**src/rtl/dvw_pkg.sv**
```systemverilog
// Shared types and constants of the disparity view warp block.
// Holds the pixel and window cell records and the gray conversion weights.
// No dependencies.
`timescale 1ns / 1ps
`default_nettype none

package dvw_pkg;

    // Channel and field widths.
    localparam int PIX_W   = 8;
    localparam int SHIFT_W = 5;
    localparam int SUM_W   = 22;

    // Gray weights (B, G, R) and the rounding term of the 14-bit fixed point sum.
    localparam logic [SUM_W-1:0] W_BLUE  = 22'd1868;
    localparam logic [SUM_W-1:0] W_GREEN = 22'd9617;
    localparam logic [SUM_W-1:0] W_RED   = 22'd4899;
    localparam logic [SUM_W-1:0] ROUND   = 22'd8192;

    // Gray is the sum shifted by 14; the shift takes gray / 16, so 18 bits in all.
    localparam int SHIFT_POS = 18;

    typedef struct packed {
        logic [PIX_W-1:0] red;
        logic [PIX_W-1:0] green;
        logic [PIX_W-1:0] blue;
    } t_rgb;

    // One pending pixel of the window.
    typedef struct packed {
        logic               valid;
        t_rgb               left;
        t_rgb               right;
        logic [SHIFT_W-1:0] shift;
    } t_cell;

    // What a chain reports about the pixel at its head.
    typedef struct packed {
        logic head_valid;
        logic next_valid;
        logic take;
        t_rgb pix;
    } t_head_stat;

endpackage

`default_nettype wire

```
**src/rtl/dvw_in_if.sv**
```systemverilog
// Input pixel channel of the disparity view warp block.
// Carries valid, ready and the disparity, left and right pixels. No dependencies.
`timescale 1ns / 1ps
`default_nettype none

interface dvw_in_if;
    logic       valid;
    logic       ready;
    logic [7:0] disp_blue;
    logic [7:0] disp_green;
    logic [7:0] disp_red;
    logic [7:0] left_blue;
    logic [7:0] left_green;
    logic [7:0] left_red;
    logic [7:0] right_blue;
    logic [7:0] right_green;
    logic [7:0] right_red;
    logic       row_end;

    modport source (
        output valid, disp_blue, disp_green, disp_red, left_blue, left_green, left_red,
               right_blue, right_green, right_red, row_end,
        input  ready
    );

    modport sink (
        input  valid, disp_blue, disp_green, disp_red, left_blue, left_green, left_red,
               right_blue, right_green, right_red, row_end,
        output ready
    );
endinterface

`default_nettype wire

```
**src/rtl/dvw_out_if.sv**
```systemverilog
// Output pixel channel of the disparity view warp block.
// Carries valid, ready and the synthesized pixel. No dependencies.
`timescale 1ns / 1ps
`default_nettype none

interface dvw_out_if;
    logic       valid;
    logic       ready;
    logic [7:0] out_blue;
    logic [7:0] out_green;
    logic [7:0] out_red;
    logic       out_row_end;

    modport source (
        output valid, out_blue, out_green, out_red, out_row_end,
        input  ready
    );

    modport sink (
        input  valid, out_blue, out_green, out_red, out_row_end,
        output ready
    );
endinterface

`default_nettype wire

```
**src/rtl/dvw_cell.sv**
```systemverilog
// One window cell: holds a pending pixel and passes it to its left neighbor.
// Depends on dvw_pkg.
`timescale 1ns / 1ps
`default_nettype none

module dvw_cell (
    input  wire logic          i_clk,
    input  wire logic          i_rst_n,
    input  wire logic          i_load,
    input  wire dvw_pkg::t_cell i_load_data,
    input  wire logic          i_shift,
    input  wire dvw_pkg::t_cell i_nbr,
    input  wire logic          i_zap,
    output dvw_pkg::t_cell     o_cell,
    output dvw_pkg::t_cell     o_fwd
);

    dvw_pkg::t_cell r_cell;
    dvw_pkg::t_cell n_cell;

    // A left pixel taken by the head leaves this cell blacked out.
    always_comb begin
        o_fwd = r_cell;
        if (i_zap) begin
            o_fwd.left = '0;
        end
    end

    // Load wins over the shift; otherwise the cell holds.
    always_comb begin
        n_cell = r_cell;
        if (i_load) begin
            n_cell = i_load_data;
        end else if (i_shift) begin
            n_cell = i_nbr;
        end
    end

    // Only the valid bit needs a reset.
    always_ff @(posedge i_clk) begin
        if (!i_rst_n) begin
            r_cell.valid <= 1'b0;
        end else begin
            r_cell.valid <= n_cell.valid;
        end
        r_cell.left  <= n_cell.left;
        r_cell.right <= n_cell.right;
        r_cell.shift <= n_cell.shift;
    end

    assign o_cell = r_cell;

endmodule

`default_nettype wire

```
**src/rtl/dvw_chain.sv**
```systemverilog
// Row of window cells with the head selection that forms one output pixel.
// The head pixel takes the left pixel shift cells ahead when that cell is
// occupied. Depends on dvw_pkg and dvw_cell.
`timescale 1ns / 1ps
`default_nettype none

module dvw_chain #(
    parameter int DEPTH = 17
) (
    input  wire logic                    i_clk,
    input  wire logic                    i_rst_n,
    input  wire logic                    i_emit,
    input  wire logic [DEPTH-1:0]        i_load,
    input  wire dvw_pkg::t_cell [DEPTH-1:0] i_load_data,
    output dvw_pkg::t_cell [DEPTH-1:0]   o_cells,
    output dvw_pkg::t_head_stat          o_stat
);

    dvw_pkg::t_cell [DEPTH-1:0] fwd;
    dvw_pkg::t_cell             sel;
    logic                       sel_hit;
    logic                       take;
    logic [DEPTH-1:0]           zap;
    dvw_pkg::t_rgb              pix;

    // Pick the cell that the head's shift points at.
    always_comb begin
        sel     = '0;
        sel_hit = 1'b0;
        for (int k = 0; k < DEPTH; k++) begin
            if (int'(o_cells[0].shift) == k) begin
                sel     = o_cells[k];
                sel_hit = 1'b1;
            end
        end
        take = sel_hit && sel.valid;
    end

    // Taken source is zeroed as it moves down one place.
    always_comb begin
        for (int k = 0; k < DEPTH; k++) begin
            zap[k] = i_emit && take && (int'(o_cells[0].shift) == k);
        end
    end

    // A warp pixel with zero blue, or a missing one, is filled from the right view.
    always_comb begin
        pix = take ? sel.left : '0;
        if (pix.blue == '0) begin
            pix = o_cells[0].right;
        end
    end

    assign o_stat.head_valid = o_cells[0].valid;
    assign o_stat.next_valid = o_cells[1].valid;
    assign o_stat.take       = take;
    assign o_stat.pix        = pix;

    // Cells; the last one is refilled with an empty entry on a shift.
    for (genvar k = 0; k < DEPTH; k++) begin : g_cell
        dvw_pkg::t_cell nbr;
        if (k == DEPTH - 1) begin : g_tail
            assign nbr = '0;
        end else begin : g_body
            assign nbr = fwd[k+1];
        end

        dvw_cell u_cell (
            .i_clk       (i_clk),
            .i_rst_n     (i_rst_n),
            .i_load      (i_load[k]),
            .i_load_data (i_load_data[k]),
            .i_shift     (i_emit),
            .i_nbr       (nbr),
            .i_zap       (zap[k]),
            .o_cell      (o_cells[k]),
            .o_fwd       (fwd[k])
        );
    end

endmodule

`default_nettype wire

```
**src/rtl/disparity_view_warp.sv**
```systemverilog
// Disparity view warp: one pixel accepted per cycle unless stalled; output pixel j is
// registered once pixel j+16 is in the window, and after a row end the flush chain
// emits the rest of the row, one per cycle unless the output stalls. A row end waits
// for a draining flush chain. The 17-cell window chain takes and emits once a cycle
// unless stalled. Synchronous active-low reset empties the window, flush chain and
// output register. Depends on dvw_pkg, dvw_in_if, dvw_out_if, dvw_chain and dvw_cell.
`timescale 1ns / 1ps
`default_nettype none

module disparity_view_warp #(
    parameter int WINDOW_DEPTH = 17
) (
    input  wire logic i_clk,
    input  wire logic i_rst_n,
    dvw_in_if.sink    i_pix,
    dvw_out_if.source o_pix
);

    localparam int CW = $clog2(WINDOW_DEPTH + 1);

    // Input stage: weighted products of the disparity and the pixels.
    logic                        r_s0_valid;
    logic [dvw_pkg::SUM_W-1:0]   r_pb;
    logic [dvw_pkg::SUM_W-1:0]   r_pg;
    logic [dvw_pkg::SUM_W-1:0]   r_pr;
    dvw_pkg::t_rgb               r_left;
    dvw_pkg::t_rgb               r_right;
    logic                        r_row_end;

    logic [CW-1:0]               r_cnt;
    logic [CW-1:0]               n_cnt;
    logic [CW-1:0]               wpos;

    logic                        r_out_valid;
    dvw_pkg::t_rgb               r_out;
    logic                        r_out_row_end;

    logic [dvw_pkg::SUM_W-1:0]   sum;
    dvw_pkg::t_cell              new_cell;

    logic                        m_full;
    logic                        f_busy;
    logic                        emit_ok;
    logic                        m_emit;
    logic                        f_emit;
    logic                        s0_move;
    logic                        append;
    logic                        flush;

    logic [WINDOW_DEPTH-1:0]     m_load;
    dvw_pkg::t_cell [WINDOW_DEPTH-1:0] m_load_data;
    dvw_pkg::t_cell [WINDOW_DEPTH-1:0] m_cells;
    dvw_pkg::t_head_stat         m_stat;

    logic [WINDOW_DEPTH-1:0]     f_load;
    dvw_pkg::t_cell [WINDOW_DEPTH-1:0] f_load_data;
    dvw_pkg::t_cell [WINDOW_DEPTH-1:0] f_cells;
    dvw_pkg::t_head_stat         f_stat;

    // Gray sum and the 1..16 shift of the staged pixel.
    assign sum = r_pb + r_pg + r_pr + dvw_pkg::ROUND;

    always_comb begin
        new_cell       = '0;
        new_cell.valid = 1'b1;
        new_cell.left  = r_left;
        new_cell.right = r_right;
        new_cell.shift = {1'b0, sum[dvw_pkg::SUM_W-1:dvw_pkg::SHIFT_POS]} + 5'd1;
    end

    // Flow control: the flush chain is older than the window and emits first.
    assign m_full  = (r_cnt == CW'(WINDOW_DEPTH));
    assign f_busy  = f_stat.head_valid;
    assign emit_ok = !r_out_valid || o_pix.ready;
    assign f_emit  = f_busy && emit_ok;
    assign m_emit  = m_full && !f_busy && emit_ok;
    assign s0_move = r_s0_valid && (r_row_end ? (!m_full && !f_busy) : (!m_full || m_emit));
    assign append  = s0_move && !r_row_end;
    assign flush   = s0_move && r_row_end;

    assign i_pix.ready = !r_s0_valid || s0_move;

    // The window appends behind its last pixel, one place lower when it shifts.
    assign wpos = m_emit ? (r_cnt - CW'(1)) : r_cnt;

    always_comb begin
        for (int k = 0; k < WINDOW_DEPTH; k++) begin
            m_load[k]      = flush || (append && (int'(wpos) == k));
            m_load_data[k] = flush ? '0 : new_cell;
            f_load[k]      = flush;
            if (k < int'(r_cnt)) begin
                f_load_data[k] = m_cells[k];
            end else if (k == int'(r_cnt)) begin
                f_load_data[k] = new_cell;
            end else begin
                f_load_data[k] = '0;
            end
        end
    end

    always_comb begin
        n_cnt = r_cnt;
        if (flush) begin
            n_cnt = '0;
        end else begin
            n_cnt = r_cnt + CW'(append) - CW'(m_emit);
        end
    end

    dvw_chain #(
        .DEPTH (WINDOW_DEPTH)
    ) u_window (
        .i_clk       (i_clk),
        .i_rst_n     (i_rst_n),
        .i_emit      (m_emit),
        .i_load      (m_load),
        .i_load_data (m_load_data),
        .o_cells     (m_cells),
        .o_stat      (m_stat)
    );

    dvw_chain #(
        .DEPTH (WINDOW_DEPTH)
    ) u_flush (
        .i_clk       (i_clk),
        .i_rst_n     (i_rst_n),
        .i_emit      (f_emit),
        .i_load      (f_load),
        .i_load_data (f_load_data),
        .o_cells     (f_cells),
        .o_stat      (f_stat)
    );

    // Control registers.
    always_ff @(posedge i_clk) begin
        if (!i_rst_n) begin
            r_s0_valid  <= 1'b0;
            r_out_valid <= 1'b0;
            r_cnt       <= '0;
        end else begin
            if (i_pix.valid && i_pix.ready) begin
                r_s0_valid <= 1'b1;
            end else if (s0_move) begin
                r_s0_valid <= 1'b0;
            end
            if (f_emit || m_emit) begin
                r_out_valid <= 1'b1;
            end else if (o_pix.ready) begin
                r_out_valid <= 1'b0;
            end
            r_cnt <= n_cnt;
        end
    end

    // Input stage payload.
    always_ff @(posedge i_clk) begin
        if (i_pix.valid && i_pix.ready) begin
            r_pb          <= dvw_pkg::SUM_W'(i_pix.disp_blue) * dvw_pkg::W_BLUE;
            r_pg          <= dvw_pkg::SUM_W'(i_pix.disp_green) * dvw_pkg::W_GREEN;
            r_pr          <= dvw_pkg::SUM_W'(i_pix.disp_red) * dvw_pkg::W_RED;
            r_left.blue   <= i_pix.left_blue;
            r_left.green  <= i_pix.left_green;
            r_left.red    <= i_pix.left_red;
            r_right.blue  <= i_pix.right_blue;
            r_right.green <= i_pix.right_green;
            r_right.red   <= i_pix.right_red;
            r_row_end     <= i_pix.row_end;
        end
    end

    // Output register payload; only the flush chain ends a row.
    always_ff @(posedge i_clk) begin
        if (f_emit) begin
            r_out         <= f_stat.pix;
            r_out_row_end <= !f_stat.next_valid;
        end else if (m_emit) begin
            r_out         <= m_stat.pix;
            r_out_row_end <= 1'b0;
        end
    end

    assign o_pix.valid       = r_out_valid;
    assign o_pix.out_blue    = r_out.blue;
    assign o_pix.out_green   = r_out.green;
    assign o_pix.out_red     = r_out.red;
    assign o_pix.out_row_end = r_out_row_end;

    // The pending count never passes the window depth.
    a_cnt_range: assert property (@(posedge i_clk) disable iff (!i_rst_n)
        r_cnt <= CW'(WINDOW_DEPTH))
        else $error("window count beyond depth");

    // A full window has its last cell occupied.
    a_full_tail: assert property (@(posedge i_clk) disable iff (!i_rst_n)
        m_full |-> m_cells[WINDOW_DEPTH-1].valid)
        else $error("full window with empty tail cell");

    // A full window always finds the source of its head inside.
    a_full_take: assert property (@(posedge i_clk) disable iff (!i_rst_n)
        m_emit |-> m_stat.take)
        else $error("window head source outside a full window");

    // A row end hands the row to the flush chain.
    a_flush_load: assert property (@(posedge i_clk) disable iff (!i_rst_n)
        flush |=> f_busy)
        else $error("row end left the flush chain empty");

    // The last pixel of a row leaves the flush chain empty.
    a_flush_done: assert property (@(posedge i_clk) disable iff (!i_rst_n)
        (f_emit && !f_stat.next_valid) |=> !f_busy)
        else $error("flush chain busy after its row end");

    // The flush chain holds its row without gaps, so an empty head means an empty chain.
    a_flush_packed: assert property (@(posedge i_clk) disable iff (!i_rst_n)
        !f_cells[0].valid |-> !f_cells[1].valid)
        else $error("flush chain holds a pixel behind an empty head");

endmodule

`default_nettype wire
```
**src/flat_wrapper.sv**
```systemverilog
// flat-port wrapper written by rule: the top's interface ports become plain ports
module disparity_view_warp_flat 
#(
    parameter int WINDOW_DEPTH = 17
)
  (i_clk, i_rst_n, i_pix_valid, i_pix_disp_blue, i_pix_disp_green, i_pix_disp_red, i_pix_left_blue, i_pix_left_green, i_pix_left_red, i_pix_right_blue, i_pix_right_green, i_pix_right_red, i_pix_row_end, i_pix_ready, o_pix_valid, o_pix_out_blue, o_pix_out_green, o_pix_out_red, o_pix_out_row_end, o_pix_ready);
  dvw_in_if i_pix_i ();
  dvw_out_if o_pix_i ();
  input  wire logic i_clk;
  input  wire logic i_rst_n;
  input wire logic [$bits(i_pix_i.valid)-1:0] i_pix_valid;
  input wire logic [$bits(i_pix_i.disp_blue)-1:0] i_pix_disp_blue;
  input wire logic [$bits(i_pix_i.disp_green)-1:0] i_pix_disp_green;
  input wire logic [$bits(i_pix_i.disp_red)-1:0] i_pix_disp_red;
  input wire logic [$bits(i_pix_i.left_blue)-1:0] i_pix_left_blue;
  input wire logic [$bits(i_pix_i.left_green)-1:0] i_pix_left_green;
  input wire logic [$bits(i_pix_i.left_red)-1:0] i_pix_left_red;
  input wire logic [$bits(i_pix_i.right_blue)-1:0] i_pix_right_blue;
  input wire logic [$bits(i_pix_i.right_green)-1:0] i_pix_right_green;
  input wire logic [$bits(i_pix_i.right_red)-1:0] i_pix_right_red;
  input wire logic [$bits(i_pix_i.row_end)-1:0] i_pix_row_end;
  output wire logic [$bits(i_pix_i.ready)-1:0] i_pix_ready;
  output wire logic [$bits(o_pix_i.valid)-1:0] o_pix_valid;
  output wire logic [$bits(o_pix_i.out_blue)-1:0] o_pix_out_blue;
  output wire logic [$bits(o_pix_i.out_green)-1:0] o_pix_out_green;
  output wire logic [$bits(o_pix_i.out_red)-1:0] o_pix_out_red;
  output wire logic [$bits(o_pix_i.out_row_end)-1:0] o_pix_out_row_end;
  input wire logic [$bits(o_pix_i.ready)-1:0] o_pix_ready;
  assign i_pix_i.valid = i_pix_valid;
  assign i_pix_i.disp_blue = i_pix_disp_blue;
  assign i_pix_i.disp_green = i_pix_disp_green;
  assign i_pix_i.disp_red = i_pix_disp_red;
  assign i_pix_i.left_blue = i_pix_left_blue;
  assign i_pix_i.left_green = i_pix_left_green;
  assign i_pix_i.left_red = i_pix_left_red;
  assign i_pix_i.right_blue = i_pix_right_blue;
  assign i_pix_i.right_green = i_pix_right_green;
  assign i_pix_i.right_red = i_pix_right_red;
  assign i_pix_i.row_end = i_pix_row_end;
  assign i_pix_ready = i_pix_i.ready;
  assign o_pix_valid = o_pix_i.valid;
  assign o_pix_out_blue = o_pix_i.out_blue;
  assign o_pix_out_green = o_pix_i.out_green;
  assign o_pix_out_red = o_pix_i.out_red;
  assign o_pix_out_row_end = o_pix_i.out_row_end;
  assign o_pix_i.ready = o_pix_ready;
  disparity_view_warp #(.WINDOW_DEPTH(WINDOW_DEPTH)) u_core (.i_clk(i_clk), .i_rst_n(i_rst_n), .i_pix(i_pix_i), .o_pix(o_pix_i));
endmodule
```
**config.mk**
```make
export PLATFORM = sky130hd
export DESIGN_NAME = disparity_view_warp_flat
export DESIGN_NICKNAME = d
export VERILOG_FILES = /design/src/rtl/dvw_pkg.sv /design/src/rtl/dvw_in_if.sv /design/src/rtl/dvw_out_if.sv /design/src/rtl/dvw_cell.sv /design/src/rtl/dvw_chain.sv /design/src/rtl/disparity_view_warp.sv /design/src/flat_wrapper.sv
export SDC_FILE = /design/constraint.sdc
export NUM_CORES = 2
export LEC_CHECK = 0
export ABC_AREA = 0
export BUFFER_PORTS_ARGS = -buffer_cell sky130_fd_sc_hd__buf_2
export CAP_MARGIN = 0
export CORE_UTILIZATION = 25
export DETAILED_ROUTE_END_ITERATION = 8
export SYNTH_ARGS = -nofsm -noshare
export SYNTH_HDL_FRONTEND = slang
export SYNTH_HIERARCHICAL = 1
export SYNTH_SLANG_ARGS = --single-unit
```
**constraint.sdc**
```tcl
create_clock -name i_clk -period 25.2 [get_ports i_clk]
set_clock_uncertainty 0.1 [all_clocks]
set_input_delay 5.04 -clock i_clk [delete_from_list [all_inputs] [get_ports i_clk]]
set_output_delay 5.04 -clock i_clk [all_outputs]
set_load 0.01 [all_outputs]
```
**Yosys cells after proc, flatten, opt, wreduce, memory -nomap -nowiden**

Index checks and enable logic that the tools add are counted.

- Bits in registers: 1977
- Bits in latches: 0
- Bits in writable memories: 0
- Bits in read-only memories: 0
- Input port bits: 77
- Output and inout bits: 27
- Word-level logic and storage cells: 715
- Memories: 0

- $add $sub $neg: 7
- Multipliers: 3
- Div/mod/pow operators: 0
- $lt $le $gt $ge: 17
- Eq/ne operators: 65
- Shift-type cells: 0
- Muxes and demuxes: 217
- Bitwise logic cells: 1
- Reductions and logical operators: 116

Operators by type and width:

| operator | number |
|---|---|
| 54-bit 2-to-1 mux | 137 |
| 24-bit 2-to-1 mux | 38 |
| 5-bit equality test (second input constant) | 28 |
| 1-bit logical AND | 61 |
| 5-bit by 4-bit equality test with 1-bit output (second input constant) | 12 |
| 5-bit equality test (first input constant) | 9 |
| 2-bit nonzero test | 21 |
| 1-bit 2-to-1 mux | 41 |
| 4-bit by 5-bit less-than comparator with 1-bit output (first input constant) | 8 |
| 5-bit by 3-bit equality test with 1-bit output (second input constant) | 6 |
| 19-bit by 22-bit adder with 22-bit output | 1 |
| 22-bit by 14-bit adder with 22-bit output (second input constant) | 1 |
| 22-bit by 21-bit adder with 22-bit output | 1 |
| 8-bit by 14-bit multiplier with 22-bit output (second input constant) | 1 |
| 1-bit logical OR | 21 |
| 8-bit by 13-bit multiplier with 21-bit output (second input constant) | 1 |
| 4-bit by 5-bit equality test with 1-bit output (first input constant) | 4 |
| 5-bit logical NOT | 4 |
| 3-bit by 5-bit less-than comparator with 1-bit output (first input constant) | 4 |
| 8-bit by 9-bit multiplier with 17-bit output (second input constant) | 1 |
| 8-bit logical NOT | 2 |
| 5-bit by 2-bit equality test with 1-bit output (second input constant) | 3 |
| 3-bit by 5-bit equality test with 1-bit output (first input constant) | 2 |
| 1-bit by 5-bit less-than comparator with 1-bit output (first input constant) | 2 |
| other kinds (11) | 17 |

**Depth between registers and ports, before layout**

- Depth after elaboration: 24
- Gate-level depth with buffers: 17

**Cells and area by module**

Netlist, hierarchy kept.

By module, submodules not included:

| module | instances | cells an instance | area an instance (um^2) | sequential area each (um^2) |
|---|---|---|---|---|
| dvw_cell | 34 | 173 | 2836.5 | 1611.5 |
| disparity_view_warp | 1 | 2402 | 20873.8 | 4164.0 |
| dvw_chain | 2 | 760 | 4880.9 | 0.0 |

**Worst setup path before layout**

No wires, ideal clock.

- Kind: input to register
- Start: input o_pix_ready
- End: register u_core.r_right (netlist bit u_core/new_cell[10]) (enable)
- Library setup time: 0.613 ns
- Arrival: 10.744 ns
- Data required time: 24.487 ns
- Path slack: 13.743 ns
- Cell stages on the path: 6
- Path buffers: 0
- Cells stage by stage: nor2b_1 > nor2_1 > nor2_1 > nor2_1 > nor2_1 > a21oi_1

- Word-level cells in the longest chain between the ends: 7

Ends and longest elaborated chain:

| element | line | text |
|---|---|---|
| from (decl) | flat_wrapper.sv:28 | `input wire logic [$bits(o_pix_i.ready)-1:0] o_pix_ready;` |
| 1-bit logical OR | disparity_view_warp.sv:74 | `assign emit_ok = !r_out_valid \|\| o_pix.ready;` |
| 1-bit logical AND | disparity_view_warp.sv:76 | `assign m_emit = m_full && !f_busy && emit_ok;` |
| 1-bit logical OR | disparity_view_warp.sv:77 | `assign s0_move = r_s0_valid && (r_row_end ? (!m_full && !f_busy) : (!m_full \|\| m_emit));` |
| 1-bit 2-to-1 mux | disparity_view_warp.sv:77 |  |
| 1-bit logical AND | disparity_view_warp.sv:77 |  |
| 1-bit logical OR | disparity_view_warp.sv:81 | `assign i_pix.ready = !r_s0_valid \|\| s0_move;` |
| 1-bit logical AND | disparity_view_warp.sv:157 | `if (i_pix.valid && i_pix.ready) begin` |
| to (decl) | disparity_view_warp.sv:27 | `dvw_pkg::t_rgb r_right;` |

No other way between the ends.
A chain may end at the register's enable or synchronous reset.

**Worst setup path in the final report**

- Start: input o_pix_ready
- End: output i_pix_ready

- Word-level cells in the longest chain between the ends: 6

Ends and longest elaborated chain:

| element | line | text |
|---|---|---|
| 1-bit logical OR | disparity_view_warp.sv:74 |  |
| 1-bit logical AND | disparity_view_warp.sv:76 |  |
| 1-bit logical OR | disparity_view_warp.sv:77 |  |
| 1-bit 2-to-1 mux | disparity_view_warp.sv:77 |  |
| 1-bit logical AND | disparity_view_warp.sv:77 |  |
| 1-bit logical OR | disparity_view_warp.sv:81 |  |
| to (decl) | flat_wrapper.sv:22 | `output wire logic [$bits(i_pix_i.ready)-1:0] i_pix_ready;` |

No other way between the ends.

==> impl_summary.log <==
INFO  metric run_status = completed
INFO  metric period_share = 0.4659
INFO  metric post_cts_resize_count = 0
INFO  metric achievable-frequency = 85.17 MHz
INFO  metric dp_hpwl = 273.5 mm
INFO  metric non_filler_cell_area_final = 133800 um^2
INFO  metric cts_hold_buf = 0
INFO  metric setup_total_negative_slack = 0 ns
INFO  metric finalSetupViolCount = 0
INFO  metric slew-limit-headroom = 0.06273
INFO  metric drt_pass1_iterations = 6
INFO  metric postLayoutCoreUtil = 0.2665
INFO  metric grt_first_pass_wirelength = 563.4 mm
INFO  metric clkLatencyLatePin = 0.91 ns
INFO  metric timing.critical_path.required = 20.06 ns
INFO  metric worst_r2r_endpoint = u_core/u_flush/g_cell[11].u_cell/o_cell[9]
INFO  metric timing.hold.worst_endpoint = u_core/u_flush/g_cell[5].u_cell/o_cell[9]
INFO  metric r2r.worst_path.cells = 10
INFO  metric startpoint_class_of_the_critical_path = input pin
INFO  metric setup.worst_path.class = in2out
INFO  metric route.antenna.remaining_nets = 0
INFO  metric place_worst_setup_slack = 13.28 ns
INFO  metric fillerInstances = 51580
INFO  metric clock_sink_count = 1977
INFO  metric remaining_drc_errors = 0
INFO  metric rsz_0062_raised_after_global_routing = false
INFO  metric p_seq_frac = 0.361
INFO  metric postRouteWirelength = 401.1 mm
INFO  metric total_vias_in_the_final_route = 77170
INFO  metric pwr-share-comb = 0.371
INFO  metric int_pwr = 7.538 mW
INFO  metric total_die_area = 507900 um^2
INFO  metric dr.first_iter.drc_count = 9069
INFO  metric floorplan.io_pins = 104
INFO  metric hold-worst-slack = 0.4085 ns
INFO  metric clkSlewWorstSetupHoldPaths = 0.06 ns
INFO  metric via_per_inst = 4.960
INFO  metric grt_antenna_before_repair = 39
INFO  metric post-route-worst-setup-slack = 13.46 ns
INFO  metric fin_total_pwr = 11.91 mW
INFO  metric syn-instance-count = 9686
INFO  metric cts-root-buf = clkbuf_16
INFO  metric maxCapViolations = 0
INFO  metric power-per-cell-area = 89.01 nW/um^2
INFO  metric min_path_type = reg2reg
INFO  metric postSynthAreaPerCell = 13.04 um^2
INFO  metric globalRoute.totalOverflow = 0
INFO  metric hold_viol_final = 0
INFO  metric slew_violations = 0
INFO  metric num_rows = 260
INFO  metric power.share.clock = 0.268
INFO  metric pin_count_of_the_biggest_net_entering_global_routing = 97
INFO  metric worst-r2r-setup-slack = 17.22 ns
INFO  metric synthesis.yosys.warnings = 6
INFO  metric max-clock-path-buffers = 4
INFO  metric netSwitchingFraction = 0.3672
INFO  metric min_path_cells = 1
INFO  metric die-width = 712.7 um
INFO  metric clock_tree.htree_level_count = 4
INFO  metric postCtsSetupBuffers = 0
INFO  metric cp-end-kind = output port
INFO  metric vdd_drop_max = 0.2826 mV
INFO  metric total_leakage_power = 48.84 nW
INFO  metric worst-endpoint-arrival = 6.60 ns
INFO  metric switching_power = 4.375 mW
INFO  metric crit_path_max_fanout = 4
INFO  metric post_dp_cell_area = 126900 um^2
INFO  metric period_needed = 11.74 ns
INFO  metric groute.usage.overall = 0.1505
INFO  metric grt_pass1_vias = 75790
INFO  metric syn_std_cell_area = 126300 um^2
INFO  metric gp_congestion = 0.9353
INFO  metric layout.cells.non_filler = 15560
INFO  metric r2r-start = u_core/r_cnt[2]
INFO  metric placed_cells_incl_taps = 15150
INFO  metric die_h = 712.7 um
INFO  metric drive_gt1_frac = 0.3127
INFO  metric wl_per_cell = 25.78 um
INFO  metric worst_slew_pin_slew = 1.403 ns
INFO  metric port_buffers = 103
INFO  metric cts_tree = done
INFO  metric effective_utilization_at_floorplan = 0.2514
INFO  metric nNetsFinal = 9047
INFO  metric floorplan.core_area = 502300 um^2
INFO  metric hold_start = u_core/u_flush/g_cell[6].u_cell/o_cell[9]
INFO  metric synthToLayoutAreaGrowth = 6.003%
INFO  metric cts_buffers = 231
[how the worst max path moves through the flow]
stage                            from                  end  slack [ns]  cells after the start
final                     o_pix_ready          i_pix_ready       13.46                      8
after global routing      o_pix_ready          i_pix_ready       13.24                      8
after CTS                 o_pix_ready          i_pix_ready       13.28                      8
after detailed placement  o_pix_ready          i_pix_ready       13.28                      8
after global placement    o_pix_ready          i_pix_ready       13.26                      8
after floorplan           o_pix_ready  u_core/new_cell[10]       13.74                      6
[power groups by stage]
stage / sequential, mW / clock (mW) / combinational, mW
detailed placement: 4.36 / 0 / 4.31
CTS: 4.30 / 3.25 / 4.32
finish: 4.30 / 3.20 / 4.42
global placement: 4.35 / 0 / 4.26
global route: 4.33 / 3.36 / 4.62
floorplan: 4.29 / 0 / 2.97
[state kept, by name (all words and copies together), names as in the netlist]
name and cells:
u_core/r_cnt 5, u_core/o_pix.out_row_end 1, u_core/u_window/g_cell.u_cell/o_cell 918, u_core/o_pix.valid 1, u_core/r_row_end 1, u_core/r_pb 17, u_core/o_pix.out_red 8, u_core/r_pr 21
u_core/r_pg 22, u_core/r_s0_valid 1, u_core/new_cell 48, u_core/o_pix.out_green 8, u_core/o_pix.out_blue 8, u_core/u_flush/g_cell.u_cell/o_cell 918
[placed cells by master (no fill, tap or decap), types with 50 or more instances in the layout]
cell type	n
a22oi_1	51
mux2i_1	60
and2_1	57
mux2_4	1314
and2b_1	192
conb_1	108
ha_1	207
nand2b_1	50
nor2b_1	621
clkbuf_16	234
nand2_1	295
clkbuf_1	69
a21oi_1	189
inv_1	234
a22o_1	858
buf_2	103
edfxtp_1	1936
o21ai_0	177
o22ai_1	56
mux2_2	574
fa_1	62
buf_4	283
nor2_1	169
[layer usage]
metal	GRT usage	vias up	share of wire
met5	0	-	0.00015
met4	0.05741	12	0.043
met3	0.02946	904	0.087
met2	0.2521	3937	0.47
met1	0.1909	39290	0.40
li1	-	33030	-
[critical path, cell delays in order]
cell,delay [ns]
buf_2,0.09
nor2b_1,0.42
nor2_1,0.14
nor2_1,0.17
nor2_1,0.12
nor2_1,0.26
nand2_1,0.17
buf_2,0.18
[area by class of cell]
| class | instances | area (um^2) | share of cell area |
|---|---|---|---|
| Antenna cell | 5 | 12.51 | 0.00009349 |
| Clock buffer | 303 | 6115 | 0.04569 |
| Clock inverter | 102 | 818.3 | 0.006114 |
| Inverter | 243 | 919.6 | 0.006871 |
| Multi-Input combinational cell | 5859 | 55950 | 0.4181 |
| Sequential cell | 1977 | 58960 | 0.4405 |
| Tap cell | 6681 | 8359 | 0.06246 |
| Timing Repair Buffer | 389 | 2700 | 0.02017 |
Power figures use the tool's default switching activity.
